`src/rtl/bpa_ram.sv`:
```
// ----------------------------------------------------------------------------
// Buddy page allocator RAM
// Simple dual-port RAM with one write port and one registered read port.
// ----------------------------------------------------------------------------
module bpa_ram #(
    parameter int WIDTH = 8,
    parameter int DEPTH = 16
) (
    input  logic                     clk,
    input  logic                     wr_en,
    input  logic [$clog2(DEPTH)-1:0] wr_addr,
    input  logic [WIDTH-1:0]         wr_data,
    input  logic [$clog2(DEPTH)-1:0] rd_addr,
    output logic [WIDTH-1:0]         rd_data
);

    logic [WIDTH-1:0] mem_reg [DEPTH];
    logic [WIDTH-1:0] rd_data_reg;

    always_ff @(posedge clk)
    begin
        if (wr_en)
        begin
            mem_reg[wr_addr] <= wr_data;
        end
        rd_data_reg <= mem_reg[rd_addr];
    end

    assign rd_data = rd_data_reg;

endmodule

```
`config.mk`:
```
export PLATFORM = sky130hd
export DESIGN_NAME = bpa_ram
export DESIGN_NICKNAME = d
export VERILOG_FILES = /design/src/rtl/bpa_ram.sv
export SDC_FILE = /design/constraint.sdc
export NUM_CORES = 1
export LEC_CHECK = 0
export BUFFER_PORTS_ARGS = -buffer_cell sky130_fd_sc_hd__buf_4
export CELL_PAD_IN_SITES_DETAIL_PLACEMENT = 1
export CELL_PAD_IN_SITES_GLOBAL_PLACEMENT = 2
export CORE_MARGIN = 8
export CORE_UTILIZATION = 50
export CTS_BUF_LIST = sky130_fd_sc_hd__clkbuf_4 sky130_fd_sc_hd__clkbuf_8
export CTS_CLUSTER_DIAMETER = 200
export DETAILED_ROUTE_END_ITERATION = 8
export PLACE_DENSITY_LB_ADDON = 0.1
export SLEW_MARGIN = 20
export SYNTH_ARGS = -nofsm -noshare
export SYNTH_HDL_FRONTEND = slang
export SYNTH_SLANG_ARGS = --single-unit
```
`constraint.sdc`:
```
create_clock -name clk -period 4.65 [get_ports clk]
set_input_delay 1.395 -clock clk [delete_from_list [all_inputs] [get_ports clk]]
set_output_delay 1.395 -clock clk [all_outputs]
set_load 0.005 [all_outputs]
```
# Word level (Yosys, flattened, before mapping)
# Memory sizes are Yosys's and may differ from the RTL's. A register that Yosys moved wholly into a read port is not among the register bits.
# Index checks and enable logic that the tools add are counted.
dict set report word_totals {
  reg_bits 0
  latchBits 0
  mem_bits_rw 128
  romBits 0
  out_inout_bits 8
  word_cells 3
  mem_count 1
}
# name depth word_bits read_ports rd_clocked_by_memory_dff write_ports line
set memory_table {}
lappend memory_table {mem_reg 16 8 1 1 1 17} ;# logic [WIDTH-1:0] mem_reg [DEPTH];
dict set report op_classes {
  addsub 0
  n_mul 0
  n_div 0
  order_cmp 0
  n_eq_ne 0
  n_shift 0
  n_mux 2
  bitwise 0
  n_reduce_logical 0
}
# cell count
set op_table {}
lappend op_table {{$mux W1} 2}

# Depth between registers and ports, before layout
# Gate-level depths: netlist of run 1.
dict set report depth {
  ltp_word 2
  mapped_depth 5
}

# Worst setup path before layout of run 1
# Ideal clock, no wire load.
dict set report synth_path {
  kind {input-to-reg}
  startpoint {input wr_addr[2]}
  endpoint {memory mem_reg[0][0], enable pin}
  setup_time_ns 0.383
  t_arrival_ns 2.505
  t_required_ns 4.267
  path_slack_ns 1.762
  stages 2
  cell_sequence {or3b_2 nor3_1}
}
# item line
set synth_rtl {}
lappend synth_rtl {{from (decl)} 11} ;# input logic [$clog2(DEPTH)-1:0] wr_addr,
lappend synth_rtl {{to (decl)} 17}
# No word-level cell before the write port.

==> reports/qor.yml, run 1 <==
synth_compound_gate_area_share_pct: 2.33
largest_reg_flops: 128
cp_max_fo: 32
synth-edff-count: 128
fin_cells: 415
wl_per_cell_um: 25.6
fin_util_pct: 58.2
path_clk_slew_ns: 0.07
post_cts_buffers: 0
ys_seq_elements: 136
drive_above_1_share_pct: 28.7
netSwitchingFraction_pct: 20.0
synth_area_leader_cell: "edfxtp_1"
track_usage_pct: 16.1
min_path_type: "reg2reg"
drt_iter0_drc: 153
finalSetupViolCount: 0
syn-instance-count: 229
netSwitchingPower_uw: 520
grt_max_degree: 33
antenna_found_initial: 0
yosysWarnings: 0
clock-sinks: 136
finalHoldViolations: 0
start_kind: "input port"
synth_top_area_share_pct: 74.7
crit_required_ns: 4.96
cap_violations: 0
peakVddDrop_uv: 246
dieHeight_um: 117
setup_ws_ns: 2.02
syn_nets: 247
min_period_ns: 2.63
cts_hold_buffers: 0
cts-root-buf: "clkbuf_8"
muxShareOfSynthArea_pct: 15.0
numCtsBuffers: 17
layout.nets: 284
drt-total-wl_um: 10600
tritoncts: "yes"
dieArea_um2: 13800
slew_headroom_pct: 27.7
ys_seq_area_share_pct: 77.8
end_kind: "flop"
coreArea_um2: 10100
dp.final_hpwl_um: 6530
synth_xor_area_share_pct: 0
start_util_pct: 50.8
ant_nets: 0
reg2reg_slack_ns: 3.25
htree_levels: 4
dr_total_vias: 2350
async_flop_share_pct: 0
antenna_cells: 0
ys.flop_type: "edfxtp_1"
synth-adder-area-share_pct: 0
synth_top_family_by_area: "multiplexers"
total_power_mw: 2.60
viasPerCell: 5.66
clk_latency_ns: 0.44
p_leak_nw: 1.96
cts_buffer_depth: 2
synth_cell_types: 19
grt_pass1_vias: 2598
synth_common_cells: "edfxtp_1, mux4_2, a22oi_1, mux4_1, nor2_1"
slew_violations: 0
synth.most_common_cell: "edfxtp_1"
syn_area_um2: 5150
ios: 26
status: "complete, no violations"
dieWidth_um: 117
pre_cts_ws_ns: 1.53
syn_to_final_growth_pct: 14.7
p_comb_share_pct: 5.0
drt_pass1_iterations: 4
grt_pass1_wl_um: 16000
placed_cells: 383
tightest_slew_ns: 1.08
synth_area_leaders: "edfxtp_1, mux4_2, mux4_1"
hold_slack_ns: 0.669
p_int_mw: 2.08
power_frac_clock_pct: 42.1
cts_resized: 0
num_rows: 37
tns_ns: 0
crit_type: "in2reg"
port-buffer-count: 25
grt_remaining_overflow: 0
seqPwrFrac_pct: 53.0
avgSynthCellArea_um2: 22.5
gp_congestion: 0.722
fin_area_um2: 5900
n_fill_cell: 854
pwr_density_cell_nw_per_um2: 441
placed_area_um2: 5450
synthSimpleGateAreaFrac_pct: 3.18
finClkSkew_ns: 0.00957
max_freq_mhz: 380
fin_crit_sh_pct: 56.6
cp.arrival_ns: 2.95
rsz0062_at_grt: "false"
drc: 0
final cells by class:
class                   count  area (µm²)  share of cell area [%]
flip-flops and latches    136        4000                    67.8
multi-input cells          83        1060                    18.0
clock buffers              19         255                    4.32
repair buffers             28         210                    3.56
clock inverters            13         201                    3.41
well taps                 136         170                    2.88
worst max-delay path, cell delays in order:
cell	delay, ns
buf_4	0.50
mux4_1	0.65
a22oi_1	0.31
nand2_1	0.07
path summary, 6_finish.rpt:
kind | start | end | cells past startpoint
setup / recovery | rd_addr[0] | rd_data[1]$_DFF_P_ | 4
hold / removal | mem_reg[15][0]$_DFFE_PP_ | rd_data[0]$_DFF_P_ | 3
setup reg to reg | mem_reg[8][1]$_DFFE_PP_ | rd_data[1]$_DFF_P_ | 3
hold reg to reg | mem_reg[15][0]$_DFFE_PP_ | rd_data[0]$_DFF_P_ | 3
cells in the final DEF (no fill, tap or decap):
master	count
dfxtp_1	8
and2_1	1
nand3b_1	2
clkbuf_4	1
edfxtp_1	128
clkinv_4	1
or3b_2	1
nand2_1	9
nand2b_1	2
buf_4	28
nor2b_1	1
clkinv_2	4
mux4_1	14
mux4_2	18
a22oi_1	16
nand3_1	1
nor3_1	3
and2b_1	1
bufinv_16	5
clkinvlp_4	3
nor2_1	13
nor3_2	1
clkbuf_8	18
cell families (layout without fill, tap and decap cells):
logic type             count (synthesis)  in the layout
muxes                                 32             32
DFF                                  136            136
AOI/OAI and AO/OA                     16             16
buffers and inverters                 10             60
and+or+nand+nor                       35             35
layer usage:
metal  track usage, %  vias up  wire [µm]
li1                 -     1049          -
met1             21.4     1247       5080
met2             25.0       39       5180
met3             4.27       15        243
met4             6.49        0        141
met5                0        -          0
power groups by stage:
| stage | clock network, mW | registers, mW | logic [mW] |
|---|---|---|---|
| final | 1.09 | 1.38 | 0.129 |
| after global routing | 1.16 | 1.38 | 0.141 |
| after floorplan | 0 | 1.40 | 0.0696 |
| after CTS | 1.12 | 1.38 | 0.132 |
| after detailed placement | 0 | 1.41 | 0.132 |
| after global placement | 0 | 1.40 | 0.128 |
Note: power is estimated with default switching activity, not from simulation.
==> run 2: changes to the inputs <==
CORE_UTILIZATION = 45   (was 50)
clock period = 2.2 ns   (was 4.65 ns; I/O delays follow)
==> run 2 against run 1 <==
Die area increased by 9.6%. Largest cell class unchanged. Sequential share of layout area decreased by 1.3 points. Sequential power increased by 110%. Sequential cell count unchanged. Clock skew increased by 0.00080 ns.
==> reports/qor.yml, run 2 (synthesis results as in run 1) <==
grt_pass1_vias: 2641  # +1.7%
crit_required_ns: 2.51  # -2.45 ns
cpPeakStageDelay_ns: 0.57  # -0.08 ns
wl_per_cell_um: 23.1  # -10%
htree_levels: 4  # unchanged
cts-root-buf: "clkbuf_8"
start_kind: "input port"
finalHoldViolations: 0  # unchanged
max_freq_mhz: 625
antenna_found_initial: 0  # unchanged
dp.final_hpwl_um: 6870  # +5.1%
slew_headroom_pct: 69.5  # +42 points
viasPerCell: 5.41  # -4.4%
drt_pass1_iterations: 4  # unchanged
tightest_slew_ns: 0.457  # -0.624 ns
slew_violations: 0  # unchanged
pwr_density_cell_nw_per_um2: 849  # +93%
min_period_ns: 1.60
peakVddDrop_uv: 468  # +91%
num_rows: 39  # +5.4%
start_util_pct: 45.7  # -5.1 points
crit_chain: "buf_4 -> buf_12 -> mux4_1 -> a22oi_1 -> nand2_1"
ant_nets: 0  # unchanged
cts_buffer_depth: 2  # unchanged
min_from: "wr_data[2]"
antenna_cells: 0  # unchanged
critPathSlowestCell: "mux4_1"
tns_ns: 0  # unchanged
final_common_cell: "edfxtp_1"
layout.nets: 305  # +7.4%
dieArea_um2: 15100  # +9.6%
final_cell_mix: "edfxtp_1, buf_4, clkbuf_8"
reg2reg_from: "mem_reg[1][2]$_DFFE_PP_"
grt_remaining_overflow: 0  # unchanged
placed_area_um2: 5650  # +3.7%
reg2reg_slack_ns: 0.83  # -2.42 ns
p_leak_nw: 2.06  # +5.1%
cts_resized: 0  # unchanged
holdPathStages: 1  # -2
n_fill_cell: 1012  # +19%
crit_buf_inv: 2  # +1
worstReg2RegEnd: "rd_data[2]$_DFF_P_"
dieHeight_um: 123  # +4.7%
drive_above_1_share_pct: 33.0  # +4.3 points
coreArea_um2: 11300  # +11%
cap_violations: 0  # unchanged
largest_reg_flops: 128  # unchanged
min_path_type: "in2reg"
cp.arrival_ns: 1.91  # -1.04 ns
post_cts_buffers: 0  # unchanged
finClkSkew_ns: 0.0104  # +0.000798 ns
status: "complete, no violations"
syn_to_final_growth_pct: 16.9
drt_iter0_drc: 185  # +21%
port-buffer-count: 25  # unchanged
dieWidth_um: 123  # +4.7%
hold_end: "mem_reg[4][2]$_DFFE_PP_"
fin_area_um2: 6020  # +1.9%
rsz0062_at_grt: "false"
cp_max_fo: 16  # -50%
cts_hold_buffers: 0  # unchanged
reg2reg_depth: 3  # unchanged
drc: 0  # unchanged
clk_latency_ns: 0.44  # about the same
fin_crit_sh_pct: 72.7
end_kind: "flop"
drt-total-wl_um: 10200  # -4.0%
ios: 26  # unchanged
grt_max_degree: 17  # -48%
grt_pass1_wl_um: 15600  # -2.5%
crit_family: "multiplexers"
numCtsBuffers: 17  # unchanged
crit_type: "in2reg"
dr_total_vias: 2398  # +2.0%
gp_congestion: 0.693  # -4.0%
path_clk_slew_ns: 0.07  # about the same
clock-sinks: 136  # unchanged
tritoncts: "yes"
track_usage_pct: 14.8  # -1.3 points
finalSetupViolCount: 0  # unchanged
-- run 2: final cells by class --
| type | instances | area [µm²] | area share (%) |
|---|---|---|---|
| timing repair buffer | 49 | 405 | 6.74 |
| clock buffer | 28 | 329 | 5.47 |
| tap | 143 | 179 | 2.97 |
| clock inverter | 4 | 43.8 | 0.728 |
| multi-input combinational | 83 | 1060 | 17.6 |
| sequential | 136 | 4000 | 66.5 |
-- run 2: worst max path at each step --
stage                             startpoint                 endpoint  slack [ns]  cells past startpoint
after floorplan                   wr_addr[2]  mem_reg[0][0]$_DFFE_PP_        0.05                      2
after global placement            rd_addr[0]       rd_data[1]$_DFF_P_        0.16                      5
after detailed placement          rd_addr[0]       rd_data[1]$_DFF_P_        0.15                      5
after CTS                 rd_data[4]$_DFF_P_               rd_data[4]        0.59                      1
after global routing              rd_addr[0]       rd_data[2]$_DFF_P_        0.55                      5
final                             rd_addr[0]       rd_data[2]$_DFF_P_        0.60                      5
-- run 2: layer usage --
layer  vias to the layer above  global-route usage, %  share of wire, %  wire (µm)
li1                       1087                      -                 -          -
met1                      1238                   18.5                45       4560
met2                        51                   23.5                49       5000
met3                        22                   4.20               4.0        406
met4                         0                   7.39               2.4        244
met5                         -                      0                 0          0
-- run 2: through the flow --
step | hold WS (ns) | setup slack [ns] | utilization, % | cells | total power, mW
after floorplan | 0.629 | 0.0471 | - | 229 | 3.11
after global placement | 0.650 | 0.160 | 50.1 | 411 | 3.26
after detailed placement | 0.664 | 0.147 | 50.1 | 411 | 3.27
after CTS | 0.502 | 0.593 | 53.4 | 443 | 5.16
after global routing | 0.515 | 0.552 | 53.4 | 443 | 5.26
final | 0.530 | 0.600 | 53.4 | 443 | 5.11
-- run 2: report_power, final --
part           total, mW  switching, mW  internal (mW)
Sequential          2.91         0.0158           2.89
Combinational      0.296          0.154          0.142
Clock               1.90          0.842           1.06
==> run 3: changes to the inputs <==
ABC_AREA = 1   (was default)
CORE_UTILIZATION = 38   (was 45)
clock period = 1.4 ns   (was 2.2 ns; I/O delays follow)
==> run 3 against run 2 <==
First-iteration DRC count increased by 71%. Combinational power is 120% higher. Routed wire length up 49%. Final cell count increased by 81%. Highest routed layer unchanged. Power grew 69%. Sequential share of layout area fell by 7.1 points. Clock power up 79%. Critical endpoint is now rd_data[2]. Worst setup slack got worse by 0.52 ns. Core utilization down 8.6 points. Clock-buffer cell count shrank 8. Largest power group unchanged. Register-to-register slack lost 0.45 ns.
==> reports/qor.yml, run 3 <==
peakVddDrop_uv: 581  # +24%
cts_resized: 1  # +1
power_frac_clock_pct: 39.4  # +2.2 points
hold_slack_ns: 0.315  # -0.215 ns
num_rows: 45  # +15%
viasPerCell: 4.79  # -11%
post_cts_buffers: 0  # unchanged
synth_xor_area_share_pct: 0  # unchanged
start_kind: "flop"
synth_compound_gate_area_share_pct: 0  # -2.3 points
synth-adder-area-share_pct: 0  # unchanged
clock-sinks: 136  # unchanged
crit_type: "reg2out"
dieArea_um2: 19400  # +28%
syn_nets: 569  # +130%
slew_violations: 0  # unchanged
synth_area_leaders: "edfxtp_1, nand2_1, nand3_1"
crit_buf_inv: 1  # -1
max_freq_mhz: 756
final_common_cell: "nand2_1"
crit_family: "flip-flops"
grt_remaining_overflow: 0  # unchanged
clk_latency_ns: 0.45  # about the same
p_int_mw: 6.64  # +62%
synth-edff-count: 128  # unchanged
synth_top_area_share_pct: 66.7  # -8.0 points
grt_max_degree: 42  # +25
cts_hold_buffers: 0  # unchanged
critPathSlowestCell: "dfxtp_2"
yosysWarnings: 0  # unchanged
syn-instance-count: 551  # +140%
cap_violations: 0  # unchanged
cp_max_fo: 1  # -15
status: "complete, no violations"
wl_per_cell_um: 19.0  # -17%
antenna_cells: 0  # unchanged
drive_above_1_share_pct: 14.4  # -19 points
fin_crit_sh_pct: 94.4
cts_buffer_depth: 2  # unchanged
coreArea_um2: 15000  # +33%
synthSimpleGateAreaFrac_pct: 21.0  # +18 points
ios: 26  # unchanged
crit_required_ns: 0.98  # -1.53 ns
path_clk_slew_ns: 0.08  # about the same
layout.nets: 617  # +100%
async_flop_share_pct: 0  # unchanged
netSwitchingFraction_pct: 23.0  # +3.2 points
min_path_type: "in2reg"
synth_common_cells: "nand2_1, edfxtp_1, inv_1, nand3_1, nor2_1"
cts-root-buf: "clkbuf_8"
gp_congestion: 0.786  # +13%
drc: 0  # unchanged
dr_total_vias: 3834  # +60%
synth_top_family_by_area: "simple AND/OR/NAND/NOR gates"
largest_reg_flops: 128  # unchanged
crit_chain: "buf_4"
numCtsBuffers: 17  # unchanged
dieWidth_um: 139  # +13%
rsz0062_at_grt: "false"
ys.flop_type: "edfxtp_1"
start_util_pct: 38.4  # -7.3 points
ant_nets: 0  # unchanged
netSwitchingPower_mw: 1.98  # +95%
cp.arrival_ns: 0.90  # -1.01 ns
port-buffer-count: 25  # unchanged
cpPeakStageDelay_ns: 0.33  # -0.24 ns
slew_headroom_pct: 80.4  # +11 points
synth_cell_types: 12  # -7
syn_area_um2: 5770  # +12%
min_period_ns: 1.32
final_cell_mix: "nand2_1, edfxtp_1, inv_1"
synth.most_common_cell: "nand2_1"
p_leak_nw: 2.92  # +42%
n_fill_cell: 1678  # +66%
drt_pass1_iterations: 4  # unchanged
tightest_slew_ns: 0.293  # -0.164 ns
drt-total-wl_um: 15200  # +49%
finClkSkew_ns: 0.00930  # -0.00107 ns
ys_seq_area_share_pct: 69.4  # -8.4 points
syn_to_final_growth_pct: 16.9  # about the same
tritoncts: "yes"
grt_pass1_vias: 4051  # +53%
end_kind: "output pin"
avgSynthCellArea_um2: 10.5  # -53%
finalHoldViolations: 0  # unchanged
finalSetupViolCount: 0  # unchanged
pwr_density_cell_nw_per_um2: 1280  # +51%
muxShareOfSynthArea_pct: 0  # -15 points
track_usage_pct: 16.6  # +1.8 points
htree_levels: 4  # unchanged
seqPwrFrac_pct: 53.1  # -3.9 points
grt_pass1_wl_um: 23900  # +53%
p_comb_share_pct: 7.5  # +1.7 points
drt_iter0_drc: 316  # +71%
total_power_mw: 8.61  # +69%
antenna_found_initial: 0  # unchanged
ys_seq_elements: 136  # unchanged
dieHeight_um: 139  # +13%
dp.final_hpwl_um: 9860  # +43%
synth_area_leader_cell: "edfxtp_1"
==> run 3: cell count changes after synthesis, sizes merged, moves of 4 or more <==
cell and delta:
nand2 +164, buf +17, a22oi -16, inv +102, nor3 -4, nand3 +96
nor2 +4, mux4 -32
==> run 3: area by class of cell <==
class                      instances  area (µm²)  share of cell area, %
inverter                         102         383                   5.68
sequential                       136        4010                   59.4
timing repair buffer              53         485                   7.20
clock buffer                      20         269                   3.99
multi-input combinational        289        1210                   18.0
tap                              188         235                   3.49
clock inverter                    12         149                   2.21
==> run 3: worst register-to-register path: stages, from the launching register on <==
cell,delay (ns)
edfxtp_1,0.38
nand2_1,0.08
nand2_1,0.05
nand2_1,0.06
nand3_1,0.11
nand3_1,0.18
nand2_1,0.07
==> run 3: cells by family after synthesis <==
group         Yosys count
buf+inv               126
flops                 136
simple gates          289
==> run 3: power groups by stage <==
stage | clock [mW] | combinational [mW] | sequential (mW)
floorplan | 0 | 0.321 | 4.66
global placement | 0 | 0.654 | 4.66
detailed placement | 0 | 0.662 | 4.67
CTS | 3.48 | 0.665 | 4.57
global route | 3.61 | 0.724 | 4.58
finish | 3.40 | 0.644 | 4.57
==> run 3: worst paths after layout <==
kind / start / end / slack [ns] / depth (start not counted)
min reg2reg: mem_reg[14][6]$_DFFE_PP_ / rd_data[6]$_DFF_P_ / 0.69 / 6
max: rd_data[2]$_DFF_P_ / rd_data[2] / 0.08 / 1
max reg2reg: mem_reg[3][6]$_DFFE_PP_ / rd_data[6]$_DFF_P_ / 0.38 / 6
min: rd_addr[3] / rd_data[5]$_DFF_P_ / 0.32 / 3
==> run 3: metrics by stage <==
stage          setup TNS [ns]  worst slack, ns  util [%]  instance area (µm²)  std cells
4_1_cts                     0           0.0336      44.8                 6740        800
3_5_place_dp            -5.71           -0.108      42.0                 6320        768
6_report                    0           0.0780      44.8                 6740        800
2_1_floorplan               0           0.0292         -                 5770        551
3_3_place_gp            -2.68           -0.107      42.0                 6320        768
5_1_grt                     0           0.0322      44.8                 6740        800
==> run 3: routing by layer <==
layer	global-route usage (%)	up-vias	part of all wire (%)
li1	-	1864	-
met1	21.6	1901	47
met2	27.3	56	49
met3	4.10	13	3.2
met4	4.51	0	0.98
met5	0	-	0
